## config.mk

```make
export PLATFORM = sky130hd
export DESIGN_NAME = bounded_stack_with_keyed_removal
export DESIGN_NICKNAME = d
export VERILOG_FILES = /design/src/bsk_pkg.sv /design/src/bsk_ram.sv /design/src/bounded_stack_with_keyed_removal.sv
export VERILOG_INCLUDE_DIRS = /design/src /design/src/src
export SDC_FILE = /design/constraint.sdc
export NUM_CORES = 1
export LEC_CHECK = 0
export ABC_AREA = 0
export ABC_CLOCK_PERIOD_IN_PS = 5170
export BUFFER_PORTS_ARGS = -buffer_cell sky130_fd_sc_hd__buf_2
export CAP_MARGIN = 20
export CORE_MARGIN = 1.5
export CORE_UTILIZATION = 40
export CTS_BUF_LIST = sky130_fd_sc_hd__clkbuf_8
export DETAILED_ROUTE_END_ITERATION = 6
export GPL_ROUTABILITY_DRIVEN = 0
export PLACE_DENSITY = 0.51
export REMOVE_ABC_BUFFERS = 1
export SLEW_MARGIN = 10
export SYNTH_ARGS = -nofsm -noshare
export SYNTH_HDL_FRONTEND = slang
export SYNTH_SLANG_ARGS = --single-unit
```

## constraint.sdc

```tcl
create_clock -name clk -period 5.17 [get_ports clk]
set_clock_uncertainty 0.2 [all_clocks]
set_input_delay 0.2585 -clock clk [delete_from_list [all_inputs] [get_ports clk]]
set_output_delay 0.2585 -clock clk [all_outputs]
set_load 0.05 [all_outputs]
```

## src/bounded_stack_with_keyed_removal_defines.svh

```systemverilog
// Assertion macros for the bounded stack with keyed removal.
`ifndef BOUNDED_STACK_WITH_KEYED_REMOVAL_DEFINES_SVH
`define BOUNDED_STACK_WITH_KEYED_REMOVAL_DEFINES_SVH

`ifndef SYNTH
// same-cycle implication
`define BSK_ASSERT_IMPLY(name, clk, rst_n, ante, cons) \
	name: assert property (@(posedge clk) disable iff (!rst_n) (ante) |-> (cons)) \
		else $error("bsk assertion failed");
// next-cycle implication
`define BSK_ASSERT_NEXT(name, clk, rst_n, ante, cons) \
	name: assert property (@(posedge clk) disable iff (!rst_n) (ante) |=> (cons)) \
		else $error("bsk assertion failed");
`else
`define BSK_ASSERT_IMPLY(name, clk, rst_n, ante, cons)
`define BSK_ASSERT_NEXT(name, clk, rst_n, ante, cons)
`endif

`endif

```

## src/bsk_pkg.sv

```systemverilog
// Shared types, sizes and action codes for the bounded stack.
package bsk_pkg;

	localparam int DEPTH  = 16;
	localparam int ADDR_W = (DEPTH > 1) ? $clog2(DEPTH) : 1;
	localparam int CNT_W  = $clog2(DEPTH + 1);
	localparam int KEY_W  = 32;
	localparam int CAP_W  = 5;

	typedef logic [ADDR_W-1:0] addr_t;
	typedef logic [CNT_W-1:0]  cnt_t;
	typedef logic [KEY_W-1:0]  key_t;
	typedef logic [CAP_W-1:0]  cap_t;
	typedef logic [1:0]        action_t;

	localparam cap_t CAP_RESET = cap_t'(16);

	// request codes
	localparam action_t ACT_PUSH  = 2'd0;
	localparam action_t ACT_POP   = 2'd1;
	localparam action_t ACT_DEL   = 2'd2;
	localparam action_t ACT_QUERY = 2'd3;

	// RAM port requests
	typedef struct packed {
		logic  en;
		addr_t addr;
		key_t  data;
	} wr_req_t;

	typedef struct packed {
		logic  en;
		addr_t addr;
	} rd_req_t;

endpackage

```

## src/bsk_ram.sv

```systemverilog
// Entry storage: one write port, one read port with registered read data.
module bsk_ram import bsk_pkg::*; (
	input  logic    clk,
	input  wr_req_t wr,
	input  rd_req_t rd,
	output key_t    rd_data
);

	key_t mem [DEPTH];

	// write and registered read
	always_ff @(posedge clk) begin
		if (wr.en) begin
			mem[wr.addr] <= wr.data;
		end
		if (rd.en) begin
			rd_data <= mem[rd.addr];
		end
	end

endmodule

```

## src/bounded_stack_with_keyed_removal.sv

```systemverilog
// Top level: request sequencer, top-of-stack copy, result register.
//
//  channel | direction | handshake          | payload
//  --------+-----------+--------------------+------------------------------------------
//  in      | input     | in_valid/in_stall   | action, key_value
//  out     | output    | out_valid/out_stall | success, top_value, top_valid, entry_count
//  cfg     | input     | cfg_valid/cfg_ready | capacity_limit
//
// Pop reads the new top back from the RAM when entries remain. Query walks the RAM
// from the top down, one entry per cycle. Delete adds a shift pass of one entry per
// cycle over the newer entries.
// The single RAM read port sets this pace. Reset empties the store at once.
// A new transaction is taken while the previous result still waits at the output.
`include "bounded_stack_with_keyed_removal_defines.svh"

module bounded_stack_with_keyed_removal import bsk_pkg::*; (
	input  logic                    clk,
	input  logic                    arst_n,
	input  logic                    in_valid,
	output logic                    in_stall,
	input  action_t                 action,
	input  logic signed [KEY_W-1:0] key_value,
	output logic                    out_valid,
	input  logic                    out_stall,
	output logic                    success,
	output logic signed [KEY_W-1:0] top_value,
	output logic                    top_valid,
	output cnt_t                    entry_count,
	input  logic                    cfg_valid,
	output logic                    cfg_ready,
	input  cap_t                    capacity_limit
);

	localparam logic [2:0] ST_IDLE   = 3'd0;
	localparam logic [2:0] ST_POP_RD = 3'd1;
	localparam logic [2:0] ST_SCAN   = 3'd2;
	localparam logic [2:0] ST_SHIFT  = 3'd3;
	localparam logic [2:0] ST_FIN    = 3'd4;

	logic [2:0] state_q, state_d;
	cnt_t       count_q, count_d;
	key_t       top_q, top_d;
	addr_t      idx_q, idx_d;
	logic       ok_q, ok_d;
	action_t    act_q, act_d;
	key_t       key_q, key_d;
	cap_t       cap_q;

	logic       out_valid_q;
	logic       success_q;
	key_t       top_out_q;
	logic       top_valid_q;
	cnt_t       count_out_q;

	wr_req_t    wr;
	rd_req_t    rd;
	key_t       rd_data;
	logic       out_load;
	logic       push_room;
	logic       idx_is_top;
	logic       shift_last;

	bsk_ram u_ram (
		.clk     (clk),
		.wr      (wr),
		.rd      (rd),
		.rd_data (rd_data)
	);

	assign cfg_ready  = 1'b1;
	assign in_stall   = (state_q != ST_IDLE);
	assign push_room  = (int'(count_q) < int'(cap_q)) && (int'(count_q) < DEPTH);
	assign idx_is_top = (cnt_t'(idx_q) + cnt_t'(1)) == count_q;
	assign shift_last = (cnt_t'(idx_q) + cnt_t'(2)) == count_q;

	// sequencer: RAM read, compare, write back
	always_comb begin
		state_d  = state_q;
		count_d  = count_q;
		top_d    = top_q;
		idx_d    = idx_q;
		ok_d     = ok_q;
		act_d    = act_q;
		key_d    = key_q;
		wr       = '0;
		rd       = '0;
		out_load = 1'b0;
		case (state_q)
			ST_IDLE: begin
				if (in_valid) begin
					act_d   = action;
					key_d   = key_t'(key_value);
					ok_d    = 1'b0;
					state_d = ST_FIN;
					case (action)
						ACT_PUSH: begin
							if (push_room) begin
								wr.en   = 1'b1;
								wr.addr = addr_t'(count_q);
								wr.data = key_t'(key_value);
								count_d = count_q + cnt_t'(1);
								top_d   = key_t'(key_value);
								ok_d    = 1'b1;
							end
						end
						ACT_POP: begin
							if (count_q != '0) begin
								count_d = count_q - cnt_t'(1);
								ok_d    = 1'b1;
								if (count_q > cnt_t'(1)) begin
									rd.en   = 1'b1;
									rd.addr = addr_t'(count_q - cnt_t'(2));
									state_d = ST_POP_RD;
								end
							end
						end
						default: begin
							// delete or query: walk down from the top
							if (count_q != '0) begin
								rd.en   = 1'b1;
								rd.addr = addr_t'(count_q - cnt_t'(1));
								idx_d   = addr_t'(count_q - cnt_t'(1));
								state_d = ST_SCAN;
							end
						end
					endcase
				end
			end
			ST_POP_RD: begin
				top_d   = rd_data;
				state_d = ST_FIN;
			end
			ST_SCAN: begin
				if (rd_data == key_q) begin
					ok_d    = 1'b1;
					state_d = ST_FIN;
					if (act_q == ACT_DEL) begin
						if (idx_is_top) begin
							// removing the top works like a pop
							count_d = count_q - cnt_t'(1);
							if (count_q > cnt_t'(1)) begin
								rd.en   = 1'b1;
								rd.addr = addr_t'(count_q - cnt_t'(2));
								state_d = ST_POP_RD;
							end
						end else begin
							rd.en   = 1'b1;
							rd.addr = idx_q + addr_t'(1);
							state_d = ST_SHIFT;
						end
					end
				end else if (idx_q == '0) begin
					state_d = ST_FIN;
				end else begin
					rd.en   = 1'b1;
					rd.addr = idx_q - addr_t'(1);
					idx_d   = idx_q - addr_t'(1);
				end
			end
			ST_SHIFT: begin
				// move entry idx+1 down to idx; top stays the same
				wr.en   = 1'b1;
				wr.addr = idx_q;
				wr.data = rd_data;
				if (shift_last) begin
					count_d = count_q - cnt_t'(1);
					state_d = ST_FIN;
				end else begin
					rd.en   = 1'b1;
					rd.addr = idx_q + addr_t'(2);
					idx_d   = idx_q + addr_t'(1);
				end
			end
			ST_FIN: begin
				if (!out_valid_q || !out_stall) begin
					out_load = 1'b1;
					state_d  = ST_IDLE;
				end
			end
			default: begin
				state_d = ST_IDLE;
			end
		endcase
	end

	// control state
	always_ff @(posedge clk or negedge arst_n) begin
		if (!arst_n) begin
			state_q     <= ST_IDLE;
			count_q     <= '0;
			cap_q       <= CAP_RESET;
			out_valid_q <= 1'b0;
		end else begin
			state_q <= state_d;
			count_q <= count_d;
			if (cfg_valid) begin
				cap_q <= capacity_limit;
			end
			if (out_load) begin
				out_valid_q <= 1'b1;
			end else if (out_valid_q && !out_stall) begin
				out_valid_q <= 1'b0;
			end
		end
	end

	// working and result payload
	always_ff @(posedge clk) begin
		top_q <= top_d;
		idx_q <= idx_d;
		ok_q  <= ok_d;
		act_q <= act_d;
		key_q <= key_d;
		if (out_load) begin
			success_q   <= ok_q;
			top_valid_q <= (count_q != '0);
			top_out_q   <= (count_q != '0) ? top_q : '0;
			count_out_q <= count_q;
		end
	end

	assign out_valid   = out_valid_q;
	assign success     = success_q;
	assign top_value   = signed'(top_out_q);
	assign top_valid   = top_valid_q;
	assign entry_count = count_out_q;

	// checks
	`BSK_ASSERT_IMPLY(a_count_bound, clk, arst_n, 1'b1, int'(count_q) <= DEPTH)
	`BSK_ASSERT_NEXT(a_push_grows, clk, arst_n,
		state_q == ST_IDLE && in_valid && action == ACT_PUSH && push_room,
		count_q == $past(count_q) + cnt_t'(1))
	`BSK_ASSERT_IMPLY(a_shift_in_range, clk, arst_n, state_q == ST_SHIFT, (cnt_t'(idx_q) + cnt_t'(1)) < count_q)
	`BSK_ASSERT_IMPLY(a_top_flag, clk, arst_n, out_valid, top_valid == (entry_count != '0))

endmodule
```

==> results.json, run 1 <==
{
  "seq_area_frac_synth_pct": 72.74,
  "muxShareOfSynthArea_pct": 5.040,
  "rsz0062_at_grt": "false",
  "setup.worst_path.start_class": "register",
  "power_frac_clock_pct": 22.8,
  "ioPinCount": 86,
  "cp_top_family": "compound AO/OA/AOI/OAI gates",
  "p_seq_share_pct": 37.9,
  "layout_commonest_cell": "edfxtp_1",
  "p_int_w": 0.01158,
  "clock.fmax_mhz": 216.8,
  "utilization_pct": 47.44,
  "cts_root_buf": "clkbuf_8",
  "cts_setup_buffers": 0,
  "cp.arrival_ps": 4950,
  "worstMarginPinSlew_ps": 1054,
  "async_flop_share_pct": 2.096,
  "drv_cap": 0,
  "antenna_found_initial": 3,
  "switchingPower_w": 0.007346,
  "clockBufferDepth": 3,
  "yosys.area_share.simple_pct": 10.73,
  "wl_um": 78680,
  "drive_gt1_share_pct": 19.11,
  "status": "completed",
  "netlist_area_um2": 27480,
  "syn2layout_area_growth_pct": 16.75,
  "fp.dieW_um": 265.1,
  "path_buf_inv": 3,
  "coreArea_um2": 67630,
  "synth_cells": 1819,
  "path_max_fanout": 16,
  "ctsResizeCount": 0,
  "drc": 0,
  "wl_per_cell_um": 26.16,
  "synthXorXnorAreaFrac_pct": 1.812,
  "hp-class": "in -> reg",
  "dieArea_um2": 70290,
  "synth_fa_ha_area_share_pct": 0.7284,
  "synthFlopType": "edfxtp_1",
  "nNetsFinal": 2099,
  "row_count": 95,
  "synth_top_area_share_pct": 71.46,
  "syn-mean-instance-area_um2": 15.11,
  "grt_pass1_vias": 16650,
  "clk_pin_slew_ps": 60,
  "final_cell_mix": "edfxtp_1, nand2_1, nand3_1",
  "grt_max_degree": 68,
  "clk_latency_ps": 720,
  "initial_utilization_pct": 40.64,
  "slew_violations": 0,
  "synth_top_area_cell": "edfxtp_1",
  "setup_viol": 0,
  "dr.pass1.iters": 7,
  "max_stage_delay_ps": 810,
  "via_count": 16760,
  "p_leak_nw": 11.28,
  "postCtsHoldBufs": 53,
  "worst_ir_drop_vdd_v": 0.0004084,
  "slowest_stage": "dfrtp_1",
  "viasPerCell": 5.573,
  "clock_sinks": 668,
  "grt_use_total_pct": 22.47,
  "p_per_area_nw_per_um2": 589.7,
  "cts_tree": "built",
  "synth_area_leaders": "edfxtp_1, mux2i_1, nand3_1",
  "synth_top_family_by_area": "simple AND/OR/NAND/NOR gates",
  "dieHeight_um": 265.1,
  "gr-total-overflow": 0,
  "synth_cell_types": 72,
  "synth_compound_area_share_pct": 6.861,
  "pre_cts_slack_ps": 593.3,
  "slew_headroom_pct": 29.43,
  "critPathCaptureType": "register",
  "hold_viol": 0,
  "cts_made_buffers": 112,
  "htreeDepth": 3,
  "port_buffers": 84,
  "yosysWarnings": 0,
  "fin_crit_ps": 4613,
  "swShare_pct": 38.82,
  "synth_edf_count": 654,
  "drtAntennaViolNets": 0,
  "worst-setup-path-type": "reg -> reg",
  "ys_seq_elements": 668,
  "place_hpwl_um": 46880,
  "pwr-share-comb_pct": 39.3,
  "hold-worst-slack_ps": 109.7,
  "drt_iter0_drc": 1480,
  "layout_setup_ws_ps": 556.7,
  "grt_pass1_wl_um": 114800,
  "cp.required_ps": 5510,
  "crit_chain": "inv_1 -> ha_1 -> nand2b_1 -> a21o_1 -> a21oi_1 -> nor4_1 -> buf_4 -> a221o_1 -> buf_4 -> o21ai_0 -> and3_1 -> o21ai_0 -> nor4b_2",
  "fin_crit_sh_pct": 89.23
}
==> power by group through the flow <==
stage | clock (W) | sequential (W) | combinational, W
floorplan | 0 | 0.00740 | 0.00442
global placement | 0 | 0.00727 | 0.00738
detailed placement | 0 | 0.00727 | 0.00741
CTS | 0.00442 | 0.00716 | 0.00747
global route | 0.00465 | 0.00722 | 0.00800
finish | 0.00432 | 0.00717 | 0.00743
==> registers in the layout (all words and copies together) (netlist names), 2 cells and up <==
name and cells:
idx_q 4, cap_q 5, state_q 3, u_ram.mem 512, top_value 32, count_q 5, top_q 32, entry_count 5
u_ram.rd_data 32, key_q 32, act_q 2
==> layout make-up <==
| cell class | instances | area (um^2) |
|---|---|---|
| Tap cell | 873 | 1092 |
| Sequential cell | 668 | 19990 |
| Fill cell | 5930 | 35550 |
| Multi-Input combinational cell | 1025 | 7138 |
| Inverter | 19 | 71.32 |
| Clock inverter | 91 | 466.7 |
| Timing Repair Buffer | 213 | 1747 |
| Antenna cell | 5 | 12.51 |
| Clock buffer | 114 | 1569 |
==> per-layer routing <==
| layer | up-vias | wire length [um] | global-route usage, % |
|---|---|---|---|
| met1 | 8571 | 35880 | 32.24 |
| met3 | 118 | 4711 | 3.296 |
| met4 | 0 | 2038 | 7.367 |
| met2 | 627 | 36050 | 35.22 |
| li1 | 7447 | - | - |
| met5 | - | 0 | 0 |
==> worst register-to-register path, stage by stage (launching register included) <==
cell and delay (ps):
dfrtp_1 810, inv_1 230, ha_1 300, nand2b_1 150, a21o_1 340, a21oi_1 180, nor4_1 320, buf_4 190
a221o_1 550, buf_4 330, o21ai_0 100, and3_1 180, o21ai_0 320, nor4b_2 250
==> logic make-up (layout without fill, tap and decap cells) <==
family / Yosys count / in the layout
flip-flops: 668 / 668
AND/OR/NAND/NOR: 551 / 551
AO/OA/AOI/OAI: 267 / 267
multiplexers: 134 / 134
buffers and inverters: 126 / 437
XOR/XNOR: 56 / 56
adder cells (fa/ha/maj): 16 / 16
other: 1 / 6
==> cells in the mapped netlist, types with 3 or more instances <==
library cell  instances
a22o_1               33
edfxtp_1            654
xnor2_1              49
dfrtp_1              13
nor2_1               83
nand4_1              13
xor2_1                6
o22ai_1              34
a31oi_1               4
a2bb2oi_1            32
ha_1                 16
mux2i_1              99
mux2_2               35
inv_1                18
nor2b_1               8
buf_6                 6
nor3_1                4
nor4b_2              31
nand2_1             167
nor4_1                4
and3_1               34
a21o_1                3
nand2b_1              9
nand3_1             143
and2_1               40
a22oi_1              32
a32oi_1               3
buf_2                37
buf_1                 4
clkbuf_1             58
a21oi_1              14
o21ai_0              83
==> path summary, 6_finish.rpt <==
| path | cells past startpoint | endpoint | slack (ps) | startpoint |
|---|---|---|---|---|
| worst min-delay path | 2 | key_q[0] | 110 | key_value[0] |
| min in group asynchronous | 3 | cap_q[4] | 380 | arst_n |
| max in group asynchronous | 4 | state_q[2] | 3310 | arst_n |
| worst min register to register | 0 | success | 220 | ok_q |
| worst max register to register | 13 | u_ram.rd_data[18] | 560 | count_q[2] |
| worst max-delay path | 13 | u_ram.rd_data[18] | 560 | count_q[2] |
==> stage by stage <==
stage	total power [W]	std cells	instance area [um^2]	TNS, ps
final	0.01892	3008	32090	0
after global routing	0.01987	3008	32090	0
after CTS	0.01905	3003	32070	0
after detailed placement	0.01468	2745	29510	0
after global placement	0.01465	2745	29510	0
after floorplan	0.01182	1712	26980	-168160
(Power assumes the default switching activity.)
==> run 2: changes to the inputs <==
--- a/config.mk
+++ b/config.mk
@@ -15,6 +15,7 @@
 export CTS_BUF_LIST = sky130_fd_sc_hd__clkbuf_8
 export DETAILED_ROUTE_END_ITERATION = 6
 export GPL_ROUTABILITY_DRIVEN = 0
+export MAX_ROUTING_LAYER = met4
 export PLACE_DENSITY = 0.51
 export REMOVE_ABC_BUFFERS = 1
 export SLEW_MARGIN = 10
==> results.json, run 2 (synthesized netlist as in run 1, its figures left out) <==
{
  "final_cell_mix": "edfxtp_1, nand2_1, nand3_1",
  "slew_headroom_pct": 25.63,
  "dieArea_um2": 70290,
  "slew_violations": 0,
  "drive_gt1_share_pct": 19.11,
  "cts_tree": "built",
  "gr-total-overflow": 0,
  "p_leak_nw": 11.28,
  "worst-setup-path-type": "reg -> reg",
  "nFillCells": 5930,
  "grt_pass1_wl_um": 114900,
  "clk_latency_ps": 720,
  "dieHeight_um": 265.1,
  "drv_cap": 0,
  "clk_pin_slew_ps": 60,
  "place_area_um2": 29510,
  "status": "completed",
  "antenna_found_initial": 3,
  "place_hpwl_um": 46880,
  "syn2layout_area_growth_pct": 16.75,
  "hp-class": "in -> reg",
  "coreArea_um2": 67630,
  "largest-register": "u_ram.mem",
  "drt_iter0_drc": 1478,
  "setup_viol": 0,
  "initial_utilization_pct": 40.64,
  "drc": 0,
  "rsz0062_at_grt": "false",
  "pre_cts_slack_ps": 593.3,
  "clock_sinks": 668,
  "critPathCaptureType": "register",
  "clock.fmax_mhz": 215.2,
  "grt_use_total_pct": 23.17,
  "drtAntennaViolNets": 0,
  "p_per_area_nw_per_um2": 589.5,
  "hold_viol": 0,
  "row_count": 95,
  "cts_made_buffers": 112,
  "layout_commonest_cell": "edfxtp_1",
  "largest_register_ff_count": 512,
  "fp.dieW_um": 265.1,
  "port_buffers": 84,
  "cp.arrival_ps": 4980,
  "cts_root_buf": "clkbuf_8",
  "worst_ir_drop_vdd_v": 0.0004139,
  "dr.pass1.iters": 5,
  "wl_per_cell_um": 26.12,
  "final_cell_area_um2": 32090,
  "cp.required_ps": 5500,
  "layout_setup_ws_ps": 522.3,
  "grt_pass1_vias": 16630,
  "path_max_fanout": 16,
  "ioPinCount": 86,
  "worstMarginPinSlew_ps": 1110,
  "fin_crit_ps": 4648,
  "via_count": 16830,
  "clockBufferDepth": 3,
  "fin_crit_sh_pct": 89.90,
  "htreeDepth": 3,
  "nNetsFinal": 2099,
  "setup.worst_path.start_class": "register",
  "viasPerCell": 5.594,
  "grt_max_degree": 68,
  "wl_um": 78580
}
run 2: cell counts in the layout (fill, tap and decap cells not counted):
Identical to the previous run, type by type.
run 2: routing by layer:
layer	vias to the layer above	share of wire, %	global-route usage [%]
met1	8582	45	32.39
met4	0	2.7	7.351
met5	-	0	-
met3	135	6.3	3.222
met2	662	46	35.18
li1	7447	-	-
run 2: worst paths after layout:
check / startpoint / to / slack [ps] / depth (start not counted)
max in group asynchronous: arst_n / state_q[2] / 3310 / 4
min in group asynchronous: arst_n / cap_q[4] / 380 / 3
setup reg to reg: count_q[2] / u_ram.rd_data[18] / 520 / 13
hold / removal: key_value[0] / key_q[0] / 110 / 2
setup / recovery: count_q[2] / u_ram.rd_data[18] / 520 / 13
hold reg to reg: ok_q / success / 220 / 0
run 2: power by group:
part           internal, W  leakage (nW)  total [W]  switching (W)
combinational      0.00258          4.02    0.00743        0.00484
sequential         0.00680          6.13    0.00717       0.000373
clock              0.00220          1.14    0.00432        0.00212
total               0.0116          11.3     0.0189        0.00734
run 2: stage by stage:
step / utilization [%] / instances / TNS [ps] / hold slack, ps / total power, W
after floorplan: - / 1712 / -168160 / -237.1 / 0.01182
after global placement: 43.63 / 2745 / 0 / -10.59 / 0.01465
after detailed placement: 43.63 / 2745 / 0 / -5.896 / 0.01468
after global routing: 47.44 / 3008 / 0 / 105.6 / 0.01987
final: 47.44 / 3008 / 0 / 108.3 / 0.01891
after CTS: 47.42 / 3003 / 0 / 58.49 / 0.01905
run 2: cell type report:
| class | count | area (um^2) | share of cell area, % |
|---|---|---|---|
| clock inverters | 91 | 466.7 | 1.454 |
| diodes | 5 | 12.51 | 0.03899 |
| repair buffers | 213 | 1747 | 5.444 |
| clock buffers | 114 | 1569 | 4.890 |
| flip-flops and latches | 668 | 19990 | 62.30 |
| inverters | 19 | 71.32 | 0.2223 |
| multi-input cells | 1025 | 7138 | 22.25 |
| well taps | 873 | 1092 | 3.404 |
run 2: repair_timing:
| item | CTS | global route |
|---|---|---|
| setup buffers | 0 | 0 |
| endpoints found under the hold margin | 91 | 0 |
| hold buffers | 53 | 0 |
| resized for setup | 0 | 0 |
run 2: critical path, stage by stage, from the launching register on:
cell	delay, ps
dfrtp_1	810
inv_1	230
ha_1	300
nand2b_1	160
a21o_1	340
a21oi_1	180
nor4_1	330
buf_4	190
a221o_1	550
buf_4	330
o21ai_0	90
and3_1	180
o21ai_0	330
nor4b_2	250
